### config.mk
export PLATFORM = sky130hd
export DESIGN_NAME = multipart_boundary_parser_core
export DESIGN_NICKNAME = d
export VERILOG_FILES = /design/src/rtl/mbp_pkg.sv /design/src/rtl/mbp_ram.sv /design/src/rtl/mbp_datapath.sv /design/src/rtl/mbp_control.sv /design/src/rtl/multipart_boundary_parser_core.sv
export VERILOG_INCLUDE_DIRS = /design/src /design/src/rtl
export SDC_FILE = /design/constraint.sdc
export NUM_CORES = 1
export LEC_CHECK = 0
export BUFFER_PORTS_ARGS = -buffer_cell sky130_fd_sc_hd__buf_2
export CAP_MARGIN = 25
export CORE_UTILIZATION = 62
export DETAILED_ROUTE_END_ITERATION = 6
export PLACE_DENSITY = 0.8
export SETUP_SLACK_MARGIN = 0.15
export SYNTH_ARGS = -nofsm -noshare
export SYNTH_HDL_FRONTEND = slang
export SYNTH_HIERARCHICAL = 1
export SYNTH_SLANG_ARGS = --single-unit
### constraint.sdc
create_clock -name i_clk -period 5.75 [get_ports i_clk]
set_input_delay 1.15 -clock i_clk [delete_from_list [all_inputs] [get_ports i_clk]]
set_output_delay 1.15 -clock i_clk [all_outputs]
set_load 0.01 [all_outputs]
### src/rtl/multipart_boundary_parser_core_assert.svh
// Assertion helpers for the RTL of the multipart boundary parser; mbp_control includes them.
// Each macro expands to one labeled concurrent assertion that is clocked by
// i_clk and disabled while i_rst_n is low.
`ifndef MULTIPART_BOUNDARY_PARSER_CORE_ASSERT_SVH
`define MULTIPART_BOUNDARY_PARSER_CORE_ASSERT_SVH

// Same-cycle implication.
`define MBP_ASSERT_NOW(lbl, ante, cons) \
    lbl: assert property (@(posedge i_clk) disable iff (!i_rst_n) (ante) |-> (cons)) \
        else $error("assertion failed");

// Next-cycle implication.
`define MBP_ASSERT_NEXT(lbl, ante, cons) \
    lbl: assert property (@(posedge i_clk) disable iff (!i_rst_n) (ante) |=> (cons)) \
        else $error("assertion failed");

`endif

### src/rtl/mbp_pkg.sv
`timescale 1ns / 1ps
// ----------------------------------------------------------------------------
// mbp_pkg
// Types, codes and constants shared by the multipart boundary parser.
// ----------------------------------------------------------------------------
package mbp_pkg;

    localparam int MAX_BOUNDARY = 44;
    localparam int HOLD_DEPTH   = 52;
    localparam int IDX_W        = 6;

    localparam logic [1:0] OP_STREAM  = 2'd0;
    localparam logic [1:0] OP_LOAD    = 2'd1;
    localparam logic [1:0] OP_RESTART = 2'd2;

    localparam logic [2:0] KIND_PAYLOAD   = 3'd0;
    localparam logic [2:0] KIND_BEGIN     = 3'd1;
    localparam logic [2:0] KIND_HDR_END   = 3'd2;
    localparam logic [2:0] KIND_PART_END  = 3'd3;
    localparam logic [2:0] KIND_ERROR     = 3'd4;
    localparam logic [2:0] KIND_NAME      = 3'd5;
    localparam logic [2:0] KIND_VALUE     = 3'd6;
    localparam logic [2:0] KIND_VALUE_END = 3'd7;

    localparam logic [7:0] CH_CR     = 8'd13;
    localparam logic [7:0] CH_LF     = 8'd10;
    localparam logic [7:0] CH_HYPHEN = 8'd45;
    localparam logic [7:0] CH_COLON  = 8'd58;
    localparam logic [7:0] CH_SPACE  = 8'd32;

    typedef enum logic [3:0] {
        PH_ERROR       = 4'd0,
        PH_OPEN        = 4'd1,
        PH_FIELD       = 4'd2,
        PH_FINAL_LF    = 4'd3,
        PH_VALUE_START = 4'd4,
        PH_VALUE       = 4'd5,
        PH_VALUE_LF    = 4'd6,
        PH_PAYLOAD     = 4'd7,
        PH_DONE        = 4'd8
    } t_phase;

    typedef enum logic [2:0] {
        S_IDLE,
        S_EVAL,
        S_EMIT0,
        S_EMIT1,
        S_PRIME,
        S_RELEASE,
        S_TAIL
    } t_ctl_state;

    typedef struct packed {
        logic [1:0] op;
        logic [7:0] byte_value;
        logic [5:0] load_index;
    } t_in_item;

    typedef struct packed {
        logic [2:0]  kind;
        logic [7:0]  out_byte;
        logic [31:0] content_offset;
        logic        final_part;
        logic        last;
    } t_out_item;

    typedef struct packed {
        logic accept;
        logic eval;
        logic load0;
        logic load1;
        logic rel_step;
        logic tail_pay;
        logic tail_hold;
    } t_dp_cmd;

    typedef struct packed {
        logic slot_free;
        logic eval_has0;
        logic eval_rel;
        logic has1;
        logic rel_done;
        logic tail_pay;
    } t_dp_status;

    // Token characters allowed in a header name.
    function automatic logic token_ok(input logic [7:0] c);
        return c inside {8'd33, [8'd35:8'd39], 8'd42, 8'd43, 8'd45, 8'd46,
                         [8'd48:8'd57], [8'd65:8'd90], [8'd94:8'd122],
                         8'd124, 8'd126};
    endfunction

endpackage

### src/rtl/mbp_ram.sv
`timescale 1ns / 1ps
// ----------------------------------------------------------------------------
// mbp_ram
// Generic single-write, single-read RAM with a registered read port.
// ----------------------------------------------------------------------------
module mbp_ram #(
    parameter int WIDTH = 8,
    parameter int DEPTH = 64
) (
    input  logic                     i_clk,
    input  logic                     i_we,
    input  logic [$clog2(DEPTH)-1:0] i_waddr,
    input  logic [WIDTH-1:0]         i_wdata,
    input  logic [$clog2(DEPTH)-1:0] i_raddr,
    output logic [WIDTH-1:0]         o_rdata
);

    logic [WIDTH-1:0] r_mem [DEPTH];
    logic [WIDTH-1:0] r_rdata;

    always_ff @(posedge i_clk) begin
        if (i_we) begin
            r_mem[i_waddr] <= i_wdata;
        end
        r_rdata <= r_mem[i_raddr];
    end

    assign o_rdata = r_rdata;

endmodule

### src/rtl/mbp_datapath.sv
`timescale 1ns / 1ps
// ----------------------------------------------------------------------------
// mbp_datapath
// Parser state, boundary and hold memories, result evaluation and the
// output register of the multipart boundary parser.
// ----------------------------------------------------------------------------
module mbp_datapath (
    input  logic                  i_clk,
    input  logic                  i_rst_n,
    input  mbp_pkg::t_in_item     i_in_data,
    input  logic [5:0]            i_blen,
    input  mbp_pkg::t_dp_cmd      i_cmd,
    output mbp_pkg::t_dp_status   o_status,
    input  logic                  i_out_stall,
    output logic                  o_out_valid,
    output mbp_pkg::t_out_item    o_out_data
);
    import mbp_pkg::*;

    t_in_item    r_item;
    t_phase      r_phase, n_phase;
    logic [5:0]  r_match, n_match;
    logic        r_closing, n_closing;
    logic [7:0]  r_name, n_name;
    logic [31:0] r_part_offset, n_part_offset;

    t_out_item   r_res0, n_res0;
    logic        n_has0;
    logic        r_has1, n_has1;
    logic        n_rel;
    logic [5:0]  r_rel_idx, n_rel_idx;
    logic [5:0]  r_rel_end;

    logic        r_out_valid;
    t_out_item   r_out;
    t_out_item   w_out0;
    t_out_item   w_out1;

    logic [7:0]  w_bnd_rdata;
    logic [7:0]  w_hold_rdata;
    logic        w_hold_we;
    logic [5:0]  w_hold_waddr;
    logic [7:0]  w_hold_wdata;
    logic        w_bnd_we;

    logic [6:0]  w_len;
    logic [6:0]  w_m;
    logic [7:0]  w_c;
    logic [7:0]  w_dch;
    logic        w_slot_free;

    assign w_len = {1'b0, i_blen} + 7'd4;
    assign w_m   = {1'b0, r_match};
    assign w_c   = r_item.byte_value;
    assign w_slot_free = !r_out_valid || !i_out_stall;

    always_comb begin
        case (r_match)
            6'd0:       w_dch = CH_CR;
            6'd1:       w_dch = CH_LF;
            6'd2, 6'd3: w_dch = CH_HYPHEN;
            default:    w_dch = w_bnd_rdata;
        endcase
    end

    // Evaluation of one request against the parser state.
    always_comb begin
        n_phase       = r_phase;
        n_match       = r_match;
        n_closing     = r_closing;
        n_name        = r_name;
        n_part_offset = r_part_offset;
        n_res0        = '0;
        n_has0        = 1'b0;
        n_has1        = 1'b0;
        n_rel         = 1'b0;
        case (r_item.op)
            OP_STREAM: begin
                case (r_phase)
                    PH_OPEN: begin
                        if (w_m < w_len) begin
                            if (w_c != w_dch) begin
                                n_phase = PH_ERROR;
                                n_has0 = 1'b1;
                                n_res0.kind = KIND_ERROR;
                            end else begin
                                n_match = r_match + 6'd1;
                            end
                        end else if (w_m == w_len) begin
                            if (w_c != CH_CR) begin
                                n_phase = PH_ERROR;
                                n_has0 = 1'b1;
                                n_res0.kind = KIND_ERROR;
                            end else begin
                                n_match = r_match + 6'd1;
                            end
                        end else if (w_m == w_len + 7'd1 && w_c == CH_LF) begin
                            n_match = '0;
                            n_name = '0;
                            n_phase = PH_FIELD;
                            n_has0 = 1'b1;
                            n_res0.kind = KIND_BEGIN;
                        end else begin
                            n_phase = PH_ERROR;
                            n_has0 = 1'b1;
                            n_res0.kind = KIND_ERROR;
                        end
                    end
                    PH_FIELD: begin
                        if (w_c == CH_CR) begin
                            n_phase = PH_FINAL_LF;
                        end else if (w_c == CH_COLON) begin
                            if (r_name == '0) begin
                                n_phase = PH_ERROR;
                                n_has0 = 1'b1;
                                n_res0.kind = KIND_ERROR;
                            end else begin
                                n_phase = PH_VALUE_START;
                            end
                        end else if (token_ok(w_c)) begin
                            if (r_name != 8'hFF) begin
                                n_name = r_name + 8'd1;
                            end
                            n_has0 = 1'b1;
                            n_res0.kind = KIND_NAME;
                            n_res0.out_byte = w_c;
                        end else begin
                            n_phase = PH_ERROR;
                            n_has0 = 1'b1;
                            n_res0.kind = KIND_ERROR;
                        end
                    end
                    PH_FINAL_LF: begin
                        if (w_c != CH_LF) begin
                            n_phase = PH_ERROR;
                            n_has0 = 1'b1;
                            n_res0.kind = KIND_ERROR;
                        end else begin
                            n_phase = PH_PAYLOAD;
                            n_part_offset = '0;
                            n_match = '0;
                            n_closing = 1'b0;
                            n_has0 = 1'b1;
                            n_res0.kind = KIND_HDR_END;
                        end
                    end
                    PH_VALUE_START, PH_VALUE: begin
                        if (r_phase == PH_VALUE_START && w_c == CH_SPACE) begin
                            n_phase = r_phase;
                        end else if (w_c == CH_CR) begin
                            n_phase = PH_VALUE_LF;
                            n_has0 = 1'b1;
                            n_res0.kind = KIND_VALUE_END;
                        end else begin
                            n_phase = PH_VALUE;
                            n_has0 = 1'b1;
                            n_res0.kind = KIND_VALUE;
                            n_res0.out_byte = w_c;
                        end
                    end
                    PH_VALUE_LF: begin
                        if (w_c != CH_LF) begin
                            n_phase = PH_ERROR;
                            n_has0 = 1'b1;
                            n_res0.kind = KIND_ERROR;
                        end else begin
                            n_phase = PH_FIELD;
                            n_name = '0;
                        end
                    end
                    PH_PAYLOAD: begin
                        if (r_match == '0) begin
                            if (w_c == CH_CR) begin
                                n_match = 6'd1;
                            end else begin
                                n_has0 = 1'b1;
                                n_res0.kind = KIND_PAYLOAD;
                                n_res0.out_byte = w_c;
                                n_res0.content_offset = r_part_offset;
                                n_part_offset = r_part_offset + 32'd1;
                            end
                        end else if (w_m < w_len && w_c == w_dch) begin
                            n_match = r_match + 6'd1;
                        end else if (w_m == w_len && w_c == CH_HYPHEN) begin
                            n_closing = 1'b1;
                            n_match = r_match + 6'd1;
                        end else if (w_m == w_len && w_c == CH_CR) begin
                            n_closing = 1'b0;
                            n_match = r_match + 6'd1;
                        end else if ((w_m == w_len + 7'd1 && r_closing && w_c == CH_HYPHEN)
                                || (w_m == w_len + 7'd2 && r_closing && w_c == CH_CR)) begin
                            n_match = r_match + 6'd1;
                        end else if ((w_m == w_len + 7'd1 && !r_closing && w_c == CH_LF)
                                || (w_m == w_len + 7'd3 && r_closing && w_c == CH_LF)) begin
                            // Complete delimiter: the part ends here.
                            n_has0 = 1'b1;
                            n_res0.kind = KIND_PART_END;
                            n_res0.final_part = r_closing;
                            n_match = '0;
                            n_part_offset = '0;
                            if (r_closing) begin
                                n_phase = PH_DONE;
                            end else begin
                                n_phase = PH_FIELD;
                                n_name = '0;
                                n_has1 = 1'b1;
                            end
                        end else begin
                            // Mismatch: held bytes go out, then the byte is retried.
                            n_rel = 1'b1;
                            n_closing = 1'b0;
                            n_match = (w_c == CH_CR) ? 6'd1 : 6'd0;
                        end
                    end
                    PH_DONE: begin
                        n_phase = r_phase;
                    end
                    default: begin
                        n_phase = PH_ERROR;
                        n_has0 = 1'b1;
                        n_res0.kind = KIND_ERROR;
                    end
                endcase
            end
            OP_RESTART: begin
                n_phase = PH_OPEN;
                n_match = 6'd2;
                n_closing = 1'b0;
                n_name = '0;
                n_part_offset = '0;
            end
            default: begin
                n_phase = r_phase;
            end
        endcase
    end

    // First and second result words as they enter the output register.
    always_comb begin
        w_out0      = r_res0;
        w_out0.last = !r_has1;
        w_out1      = '0;
        w_out1.kind = KIND_BEGIN;
        w_out1.last = 1'b1;
    end

    assign n_rel_idx = i_cmd.eval ? 6'd0 :
                       (i_cmd.rel_step ? r_rel_idx + 6'd1 : r_rel_idx);

    assign w_bnd_we = i_cmd.eval && r_item.op == OP_LOAD
                      && r_item.load_index < 6'(MAX_BOUNDARY);

    assign w_hold_we    = (i_cmd.eval && r_item.op == OP_STREAM && r_phase == PH_PAYLOAD)
                          || i_cmd.tail_hold;
    assign w_hold_waddr = i_cmd.tail_hold ? 6'd0 : r_match;
    assign w_hold_wdata = i_cmd.tail_hold ? CH_CR : w_c;

    mbp_ram #(.WIDTH(8), .DEPTH(MAX_BOUNDARY)) u_bnd_ram (
        .i_clk   (i_clk),
        .i_we    (w_bnd_we),
        .i_waddr (r_item.load_index),
        .i_wdata (r_item.byte_value),
        .i_raddr (r_match - 6'd4),
        .o_rdata (w_bnd_rdata)
    );

    mbp_ram #(.WIDTH(8), .DEPTH(HOLD_DEPTH)) u_hold_ram (
        .i_clk   (i_clk),
        .i_we    (w_hold_we),
        .i_waddr (w_hold_waddr),
        .i_wdata (w_hold_wdata),
        .i_raddr (n_rel_idx),
        .o_rdata (w_hold_rdata)
    );

    always_ff @(posedge i_clk) begin
        if (!i_rst_n) begin
            r_phase       <= PH_ERROR;
            r_match       <= '0;
            r_closing     <= 1'b0;
            r_name        <= '0;
            r_part_offset <= '0;
            r_out_valid   <= 1'b0;
            r_has1        <= 1'b0;
            r_rel_idx     <= '0;
        end else begin
            r_rel_idx <= n_rel_idx;
            if (i_cmd.eval) begin
                r_phase       <= n_phase;
                r_match       <= n_match;
                r_closing     <= n_closing;
                r_name        <= n_name;
                r_part_offset <= n_part_offset;
                r_has1        <= n_has1;
            end else if (i_cmd.rel_step || i_cmd.tail_pay) begin
                r_part_offset <= r_part_offset + 32'd1;
            end
            if (i_cmd.load0 || i_cmd.load1 || i_cmd.rel_step || i_cmd.tail_pay) begin
                r_out_valid <= 1'b1;
            end else if (!i_out_stall) begin
                r_out_valid <= 1'b0;
            end
        end
    end

    always_ff @(posedge i_clk) begin
        if (i_cmd.accept) begin
            r_item <= i_in_data;
        end
        if (i_cmd.eval) begin
            r_res0    <= n_res0;
            r_rel_end <= r_match - 6'd1;
        end
        if (i_cmd.load0) begin
            r_out <= w_out0;
        end else if (i_cmd.load1) begin
            r_out <= w_out1;
        end else if (i_cmd.rel_step) begin
            r_out.kind           <= KIND_PAYLOAD;
            r_out.out_byte       <= w_hold_rdata;
            r_out.content_offset <= r_part_offset;
            r_out.final_part     <= 1'b0;
            r_out.last           <= (r_rel_idx == r_rel_end) && (w_c == CH_CR);
        end else if (i_cmd.tail_pay) begin
            r_out.kind           <= KIND_PAYLOAD;
            r_out.out_byte       <= w_c;
            r_out.content_offset <= r_part_offset;
            r_out.final_part     <= 1'b0;
            r_out.last           <= 1'b1;
        end
    end

    assign o_status.slot_free = w_slot_free;
    assign o_status.eval_has0 = n_has0;
    assign o_status.eval_rel  = n_rel;
    assign o_status.has1      = r_has1;
    assign o_status.rel_done  = r_rel_idx == r_rel_end;
    assign o_status.tail_pay  = w_c != CH_CR;

    assign o_out_valid = r_out_valid;
    assign o_out_data  = r_out;

endmodule

### src/rtl/mbp_control.sv
`timescale 1ns / 1ps
// ----------------------------------------------------------------------------
// mbp_control
// Sequencer that steps one request through evaluation and result delivery.
// ----------------------------------------------------------------------------
`include "multipart_boundary_parser_core_assert.svh"

module mbp_control (
    input  logic                 i_clk,
    input  logic                 i_rst_n,
    input  logic                 i_in_valid,
    output logic                 o_in_stall,
    input  mbp_pkg::t_dp_status  i_status,
    output mbp_pkg::t_dp_cmd     o_cmd
);
    import mbp_pkg::*;

    t_ctl_state r_state, n_state;

    always_ff @(posedge i_clk) begin
        if (!i_rst_n) begin
            r_state <= S_IDLE;
        end else begin
            r_state <= n_state;
        end
    end

    always_comb begin
        n_state = r_state;
        case (r_state)
            S_IDLE: begin
                if (i_in_valid) begin
                    n_state = S_EVAL;
                end
            end
            S_EVAL: begin
                if (i_status.eval_rel) begin
                    n_state = S_PRIME;
                end else if (i_status.eval_has0) begin
                    n_state = S_EMIT0;
                end else begin
                    n_state = S_IDLE;
                end
            end
            S_EMIT0: begin
                if (i_status.slot_free) begin
                    n_state = i_status.has1 ? S_EMIT1 : S_IDLE;
                end
            end
            S_EMIT1: begin
                if (i_status.slot_free) begin
                    n_state = S_IDLE;
                end
            end
            S_PRIME: begin
                n_state = S_RELEASE;
            end
            S_RELEASE: begin
                if (i_status.slot_free && i_status.rel_done) begin
                    n_state = S_TAIL;
                end
            end
            S_TAIL: begin
                if (!i_status.tail_pay || i_status.slot_free) begin
                    n_state = S_IDLE;
                end
            end
            default: begin
                n_state = S_IDLE;
            end
        endcase
    end

    always_comb begin
        o_cmd = '0;
        case (r_state)
            S_IDLE:    o_cmd.accept    = i_in_valid;
            S_EVAL:    o_cmd.eval      = 1'b1;
            S_EMIT0:   o_cmd.load0     = i_status.slot_free;
            S_EMIT1:   o_cmd.load1     = i_status.slot_free;
            S_RELEASE: o_cmd.rel_step  = i_status.slot_free;
            S_TAIL: begin
                o_cmd.tail_pay  = i_status.tail_pay && i_status.slot_free;
                o_cmd.tail_hold = !i_status.tail_pay;
            end
            default:   o_cmd = '0;
        endcase
    end

    assign o_in_stall = r_state != S_IDLE;

    `MBP_ASSERT_NEXT(a_accept_evals, o_cmd.accept, r_state == S_EVAL)
    `MBP_ASSERT_NEXT(a_release_holds,
                     r_state == S_RELEASE && !i_status.slot_free,
                     r_state == S_RELEASE)
    `MBP_ASSERT_NOW(a_begin_after_end, r_state == S_EMIT1,
                    $past(r_state) == S_EMIT0 || $past(r_state) == S_EMIT1)
    `MBP_ASSERT_NEXT(a_prime_once, r_state == S_PRIME, r_state == S_RELEASE)

endmodule

### src/rtl/multipart_boundary_parser_core.sv
`timescale 1ns / 1ps
// ----------------------------------------------------------------------------
// multipart_boundary_parser_core
// Byte-serial multipart/form-data body parser with a loadable boundary.
// ----------------------------------------------------------------------------
// Usage: requests enter on i_in_valid / o_in_stall / i_in_data. A request either
// streams a body byte, loads one boundary text byte, or restarts the parse at
// the opening delimiter. Results leave on o_out_valid / i_out_stall /
// o_out_data; the last result of a request carries the last flag, and a
// request may cause no result at all.
// The boundary length is set through the APB port at byte addresses 0 to 3. The
// user must set the boundary length only while the block is idle; the block
// itself does not enforce this. Values out of range are clamped into 1 to 44.
// A request is accepted only in the idle state and is evaluated in the next
// cycle; its results then enter the output register whenever it is free. A
// delimiter mismatch in payload adds steps that prime the hold memory read
// (its single read port is registered), release the held bytes, and then
// re-arm on a carriage return or emit the byte as payload.
// After reset the parser sits in the error state and answers each streamed
// byte with an error result until a restart request arrives; the boundary
// text is undefined until loaded. While the receiver stalls, the output
// register keeps its result and the sequencer waits; no result is dropped.
// ----------------------------------------------------------------------------
module multipart_boundary_parser_core (
    input  logic                        i_clk,
    input  logic                        i_rst_n,
    input  logic                        i_in_valid,
    output logic                        o_in_stall,
    input  mbp_pkg::t_in_item           i_in_data,
    output logic                        o_out_valid,
    input  logic                        i_out_stall,
    output mbp_pkg::t_out_item          o_out_data,
    input  logic                        psel,
    input  logic                        penable,
    input  logic                        pwrite,
    input  logic [2:0]                  paddr,
    input  logic [31:0]                 pwdata,
    output logic [31:0]                 prdata,
    output logic                        pready
);
    import mbp_pkg::*;

    logic [5:0]  r_blen;
    logic [5:0]  w_wr_len;
    logic        w_cfg_write;
    t_dp_cmd     w_cmd;
    t_dp_status  w_status;

    // The register stores a clamped length so that the delimiter compare
    // never runs past the end of the boundary memory.
    assign w_cfg_write = psel && penable && pwrite && pready && !paddr[2];

    always_comb begin
        if (pwdata[5:0] == 6'd0) begin
            w_wr_len = 6'd1;
        end else if (pwdata[5:0] > 6'(MAX_BOUNDARY)) begin
            w_wr_len = 6'(MAX_BOUNDARY);
        end else begin
            w_wr_len = pwdata[5:0];
        end
    end

    always_ff @(posedge i_clk) begin
        if (!i_rst_n) begin
            r_blen <= 6'd1;
        end else if (w_cfg_write) begin
            r_blen <= w_wr_len;
        end
    end

    assign pready = 1'b1;
    assign prdata = paddr[2] ? 32'd0 : {26'd0, r_blen};

    // The sequencer owns the request handshake; the datapath owns the parser state.
    mbp_control u_control (
        .i_clk      (i_clk),
        .i_rst_n    (i_rst_n),
        .i_in_valid (i_in_valid),
        .o_in_stall (o_in_stall),
        .i_status   (w_status),
        .o_cmd      (w_cmd)
    );

    mbp_datapath u_datapath (
        .i_clk       (i_clk),
        .i_rst_n     (i_rst_n),
        .i_in_data   (i_in_data),
        .i_blen      (r_blen),
        .i_cmd       (w_cmd),
        .o_status    (w_status),
        .i_out_stall (i_out_stall),
        .o_out_valid (o_out_valid),
        .o_out_data  (o_out_data)
    );

endmodule
==> reports/metrics.cfg, run 1 <==
[worst_setup_path]
capture_instance_of_the_worst_register_to_register_path=u_datapath/u_hold_ram/r_mem[3][0]
critPathRequiredTime_ps=6020
crit_path_start_kind=flip-flop
worst_ep_arrival_time_ps=4770
worstPathCellList=or4_1 -> nor2_1 -> buf_4 -> inv_2 -> nor4b_2 -> buf_4 -> a21o_1 -> nor2b_1 -> nand3_1 -> nor2_1
worst_r2r_path_depth=10
crit_path_max_fanout=15
critical_path.startpoint=u_datapath/w_c[7]
setup.worst_path.class=reg -> reg
worst_path_max_delay_cell=nor2_1
critPathCapture=u_datapath/u_hold_ram/r_mem[3][0]
r2r_slack_ps=1250
crit_path_end_kind=flip-flop
regToRegStartpoint=u_datapath/w_c[7]
max_stage_delay_ps=840

[cells_and_area]
drive_above_1_share_pct=16.4
area_growth_syn_to_layout_pct=10.3
most-common-layout-cells=edfxtp_1 (879), mux2i_1 (170), nor2_1 (160)
final_design_area_no_fill_um2=45800
nNetsFinal=2827
num_antenna_cells=0
utilization_pct=69.4
layout.cells.most_common=edfxtp_1

[logic_synthesis]
top_cell_type_s_share_of_synthesized_area_pct=63.6
asyncSetResetFlopFracSynth_pct=0
ys_types=106
yosys_most_used_dff=edfxtp_1
synth_area_per_cell_um2=15.6
yosysWarningCount=6
synthDominantAreaCellType=edfxtp_1
top_cells_by_area_in_the_synthesized_netlist=edfxtp_1 (64%), mux2i_1 (4.1%), mux4_2 (4.1%)
synth_seq_area_share_pct=67.6
postSynthRegisterBits=963
netlist_area_um2=41500
post_synth_inst_count=2667
synth_enable_flop_cells=879

[sta]
timing.setup.tns_ps=0
rsz0062_at_grt=false
final_hold_viol_count=0
fin_skew_ps=49.4
timing.final.setup_violations=0
final_max_slew_viol_count=0
worst-slew-pin-transition_ps=1110
max_freq_mhz=222
layout_worst_path_cycle_share_pct=78.2
max-slew-margin-rel_pct=24.9
final.min_clock_period_ps=4500
hold_slack_ps=492

[power_and_ir_drop]
static-leakage-power_nw=14.7
power.ir.vdd_worst_mv=0.265
power.density_cell_area_nw_per_um2=328

[route]
postRouteAntennaNets=0
dr.pass1.iters=7
dr_total_vias=24600
route.detailed.drc=15
first_iter_violations=3183
finalWirelength_mm=95.7
post_drt_wl_per_cell_um=25.9
detail_route.vias_per_cell=6.68

[status]
outcome=finished with violations
failed_checks=design-rule violations

[clock_network]
tritoncts=done
cts.reportedPaths.clkPinSlew_ps=60
cts_hold_buffers=0
cts_buffers=94
insertion_delay_ps=660
postCtsSetupRepairBufs=0
htree_levels=3
clockBufferDepth=3
number_of_resized_instances_in_the_post_cts_repair_step=0
root_buffer=clkbuf_16
clkSinkCount=963

[global_routing]
grt_antenna_before_repair=0
grt_pass1_wl_mm=143
grt_usage_pct=27.9
number_of_global_route_vias_before_repair=24100
grt_remaining_overflow=0
grt_start_max_net_pins=129

[placed_design]
port_buffers=82
place_congestion=0.914
detailed_place.area_um2=42500
dp_hpwl_mm=57.5

[min_path]
hold_path_class=reg -> reg

[floorplan]
cell_row_count=94
initial_utilization_pct=62.9
x_dimension_of_the_die_um=261
placeableCoreArea_um2=66000
ios=138
die_area_um2=68000
chipHeight_um=261

[job]
drv_cap=0

-- critical path: cells and delay by family (launching register included) --
| family | cells | cell delay, ps |
|---|---|---|
| buffers and inverters | 3 | 700 |
| AOI/OAI and AO/OA | 1 | 350 |
| DFF | 1 | 370 |
| and+or+nand+nor | 6 | 2660 |
-- final cells by class --
class / count / area, um^2
inverters: 35 / 134
multi-input cells: 1513 / 12400
repair buffers: 140 / 968
flip-flops and latches: 963 / 28100
clock buffers: 122 / 2500
fillers: 4033 / 20200
clock inverters: 50 / 648
well taps: 864 / 1080
-- sequential cells by signal (all words and copies together) (netlist names), 4 cells and up --
name	count
r_blen	6
u_datapath/o_out_data	45
u_datapath/r_item	8
u_datapath/r_match	6
u_datapath/r_name	8
u_datapath/r_part_offset	32
u_datapath/r_phase	4
u_datapath/r_rel_end	6
u_datapath/r_rel_idx	6
u_datapath/r_res0	44
u_datapath/u_bnd_ram/o_rdata	8
u_datapath/u_bnd_ram/r_mem	352
u_datapath/u_hold_ram/o_rdata	8
u_datapath/u_hold_ram/r_mem	416
u_datapath/w_c	8
-- worst min path at each step --
| stage | cells past startpoint | start | slack, ps | to |
|---|---|---|---|---|
| 3_5_place_dp | 1 | u_datapath/r_part_offset[14] | 490 | u_datapath/r_part_offset[14] |
| 3_3_place_gp | 1 | u_datapath/r_part_offset[31] | 470 | u_datapath/r_part_offset[31] |
| 4_1_cts | 1 | u_datapath/r_part_offset[31] | 500 | u_datapath/r_part_offset[31] |
| 2_1_floorplan | 1 | u_datapath/r_part_offset[31] | 450 | u_datapath/r_part_offset[31] |
| 6_report | 1 | u_datapath/r_part_offset[31] | 490 | u_datapath/r_part_offset[31] |
| 5_1_grt | 1 | u_datapath/r_part_offset[31] | 510 | u_datapath/r_part_offset[31] |
-- stage by stage --
step / instances / setup slack, ps / power (mW)
after floorplan: 2692 / 545 / 8.61
after global placement: 3505 / 1220 / 8.83
after detailed placement: 3508 / 1230 / 8.86
after CTS: 3680 / 1370 / 15.0
after global routing: 3687 / 1140 / 15.4
final: 3687 / 1250 / 15.0
-- where the power goes --
part	switching, mW	total [mW]	internal, mW
clock	2.66	6.26	3.60
combinational	0.606	0.910	0.304
sequential	0.0666	7.84	7.77
-- layer usage --
metal  vias up  share of wire [%]  routed length, um  track usage [%]
met4         0                3.4               3210             9.88
li1      10600                  -                  -                -
met3       250                8.8               8390             4.31
met2      1446                 49              46700             45.9
met5         -                  0                  0                0
met1     12300                 39              37300             38.0
-- cells in the mapped netlist (20+ instances only) --
cell type	instances
a22oi_1	45
dfxtp_1	84
inv_1	32
o21ai_0	88
clkbuf_1	73
buf_6	20
nor2b_1	26
ha_1	22
mux2i_1	170
a31oi_1	27
nand2b_1	52
buf_4	42
nor3_1	42
nand3_1	52
edfxtp_1	879
and2_1	49
mux4_2	75
mux4_1	53
nand2_1	157
a21oi_1	62
buf_2	25
nor2_1	168
o22ai_1	38
-- cells by family after synthesis --
kind of cell	Yosys count	synth area share (%)
and+or+nand+nor	697	8.69
muxes	301	11.6
adders and majority gates	22	0.663
xor gates and xnor gates	36	0.847
DFF	963	67.6
AOI/OAI and AO/OA	430	7.53
buffers and inverters	216	3.05
other	2	0.0181
Note: power is estimated with default switching activity, not from simulation.
==> run 2, diff against run 1 <==
- clock period: 5.75 -> 4.4 ns (I/O delays scaled with it)
==> run 2 against run 1 <==
  * The run still ends with design-rule violations left
  * Critical path depth fell by 2
  * Non-clock buffer count up 61
  * Setup slack lost 1000 ps
  * Clock skew fell by 10 ps
  * Sequential power increased by 30%
  * Cell count increased by 1.8%
  * Register-to-register slack got worse by 1000 ps
  * Via count rose by 1.6%
  * Worst hold slack got worse by 100 ps
  * Design area rose by 1.0%
  * Critical path type unchanged
==> reports/metrics.cfg, run 2 (synthesized netlist as in run 1, its figures left out) <==
[status]
outcome=finished with violations
failed_checks=design-rule violations

[route]
finalWirelength_mm=98.9  ; +3.4%
post_drt_wl_per_cell_um=26.4  ; +1.6%
postRouteAntennaNets=0  ; unchanged
detail_route.vias_per_cell=6.67  ; -0.17%
first_iter_violations=3082  ; -3.2%
dr_total_vias=25000  ; +1.6%
dr.pass1.iters=7  ; unchanged
route.detailed.drc=18  ; +3

[clock_network]
cts_hold_buffers=0  ; unchanged
number_of_resized_instances_in_the_post_cts_repair_step=0  ; unchanged
clockBufferDepth=3  ; unchanged
clkSinkCount=963  ; unchanged
cts.reportedPaths.clkPinSlew_ps=60  ; about the same
postCtsSetupRepairBufs=0  ; unchanged
htree_levels=3  ; unchanged
root_buffer=clkbuf_16
insertion_delay_ps=670  ; about the same
cts_buffers=94  ; unchanged
tritoncts=done

[sta]
max_freq_mhz=240  ; +7.8%
timing.setup.tns_ps=0  ; unchanged
hold_slack_ps=391  ; -102 ps
timing.final.setup_violations=0  ; unchanged
fin_skew_ps=39.3  ; -10.1 ps
final_max_slew_viol_count=0  ; unchanged
final_hold_viol_count=0  ; unchanged
final.min_clock_period_ps=4170  ; -324 ps
worst-slew-pin-transition_ps=1050  ; -59.5 ps
layout_worst_path_cycle_share_pct=94.9  ; +17 points
rsz0062_at_grt=false
max-slew-margin-rel_pct=29.8  ; +5.0 points

[worst_setup_path]
crit_path_max_fanout=12  ; -3
setup.worst_path.class=reg -> reg
worst_ep_arrival_time_ps=4450  ; -320 ps
critPathRequiredTime_ps=4680  ; -1340 ps
worstPathCellList=or4_1 -> nor2_1 -> inv_2 -> nor4b_4 -> nor2_1 -> nor2_1 -> nand2_1 -> nor2_1
worst_path_max_delay_cell=nor2_1
critPathMostFrequentCell=nor2_1
crit_path_end_kind=flip-flop
max_stage_delay_ps=770  ; -70 ps
crit_path_start_kind=flip-flop

[job]
drv_cap=0  ; unchanged

[min_path]
hold_path_class=in -> reg

[cells_and_area]
layout.cells.most_common=edfxtp_1
nNetsFinal=2888  ; +2.2%
largest_reg_flops=416  ; unchanged
area_growth_syn_to_layout_pct=11.4
regMostFlops=u_datapath/u_hold_ram/r_mem
drive_above_1_share_pct=18.2  ; +1.8 points
num_antenna_cells=0  ; unchanged
utilization_pct=70.1  ; +0.73 points
fillCellCount=4026  ; -0.17%
most-common-layout-cells=edfxtp_1 (879), mux2i_1 (170), nor2_1 (160)

[floorplan]
die_area_um2=68000  ; unchanged
x_dimension_of_the_die_um=261  ; unchanged
cell_row_count=94  ; unchanged
initial_utilization_pct=62.9  ; unchanged
placeableCoreArea_um2=66000  ; unchanged
ios=138  ; unchanged
chipHeight_um=261  ; unchanged

[global_routing]
grt_remaining_overflow=0  ; unchanged
grt_pass1_wl_mm=147  ; +2.9%
grt_usage_pct=28.9  ; +0.98 points
grt_start_max_net_pins=97  ; -25%
grt_antenna_before_repair=1  ; +1
number_of_global_route_vias_before_repair=24500  ; +2.0%

[placed_design]
dp_hpwl_mm=61.0  ; +6.1%
place_congestion=0.932  ; +1.9%
port_buffers=82  ; unchanged

[power_and_ir_drop]
power.ir.vdd_worst_mv=0.408  ; +54%
static-leakage-power_nw=15.0  ; +2.2%
power_mw=19.4  ; +29%
power.density_cell_area_nw_per_um2=418  ; +28%

## run 2: cell types whose count changed in the layout (fill, tap and decap cells not counted), moves of 2 or more
| cell | before | now |
|---|---|---|
| buf_12 | 4 | 12 |
| buf_4 | 48 | 102 |
| bufinv_16 | 11 | 6 |
| clkbuf_1 | 25 | 23 |
| clkbuf_8 | 2 | 6 |
| clkinv_1 | 8 | 15 |
| clkinv_2 | 17 | 21 |
| clkinv_8 | 0 | 2 |
| inv_8 | 2 | 0 |
## run 2: worst max-delay path: cells and delay by family (launching register included)
| kind | cells | cell delay (ps) |
|---|---|---|
| buf+inv | 1 | 170 |
| flops | 1 | 400 |
| simple gates | 7 | 3210 |
## run 2: power breakdown
| part | internal (mW) | switching, mW | total, mW | leakage (nW) |
|---|---|---|---|---|
| Sequential | 10.2 | 0.0602 | 10.2 | 8.60 |
| Clock | 4.45 | 3.41 | 7.86 | 1.48 |
| Combinational | 0.421 | 0.850 | 1.27 | 4.94 |
| Total | 15.0 | 4.32 | 19.4 | 15.0 |
## run 2: per-layer routing
layer	track usage, %	share of wire, %	vias to the layer above	routed length [um]
met4	10.7	3.4	0	3350
met3	4.90	9.1	248	9000
met2	47.7	49	1515	48600
met5	0	0	-	0
li1	-	-	10800	-
met1	38.8	38	12500	38000
## run 2: worst paths after layout
path	startpoint	to	slack, ps	depth (start not counted)
max	u_datapath/w_c[7]	u_datapath/u_hold_ram/r_mem[8][1]	230	8
min	i_in_data[15]	u_datapath/r_item[15]	390	1
max reg2reg	u_datapath/w_c[7]	u_datapath/u_hold_ram/r_mem[8][1]	230	8
min reg2reg	u_datapath/r_part_offset[31]	u_datapath/r_part_offset[31]	510	1
## run 2: cell type report
cell class                 instances  area [um^2]  share of cell area [%]
sequential                       963        28100                    60.7
multi-input combinational       1513        12400                    26.8
clock buffer                     124         2550                    5.50
timing repair buffer             201         1540                    3.33
tap                              864         1080                    2.34
clock inverter                    52          487                    1.05
inverter                          35          134                   0.289
## run 2: through the flow
| step | instance area [um^2] | cells | setup slack, ps |
|---|---|---|---|
| floorplan | 41700 | 2692 | 172 |
| global placement | 43000 | 3565 | 419 |
| detailed placement | 43000 | 3566 | 384 |
| CTS | 46100 | 3742 | 295 |
| global route | 46300 | 3752 | 154 |
| finish | 46300 | 3752 | 225 |
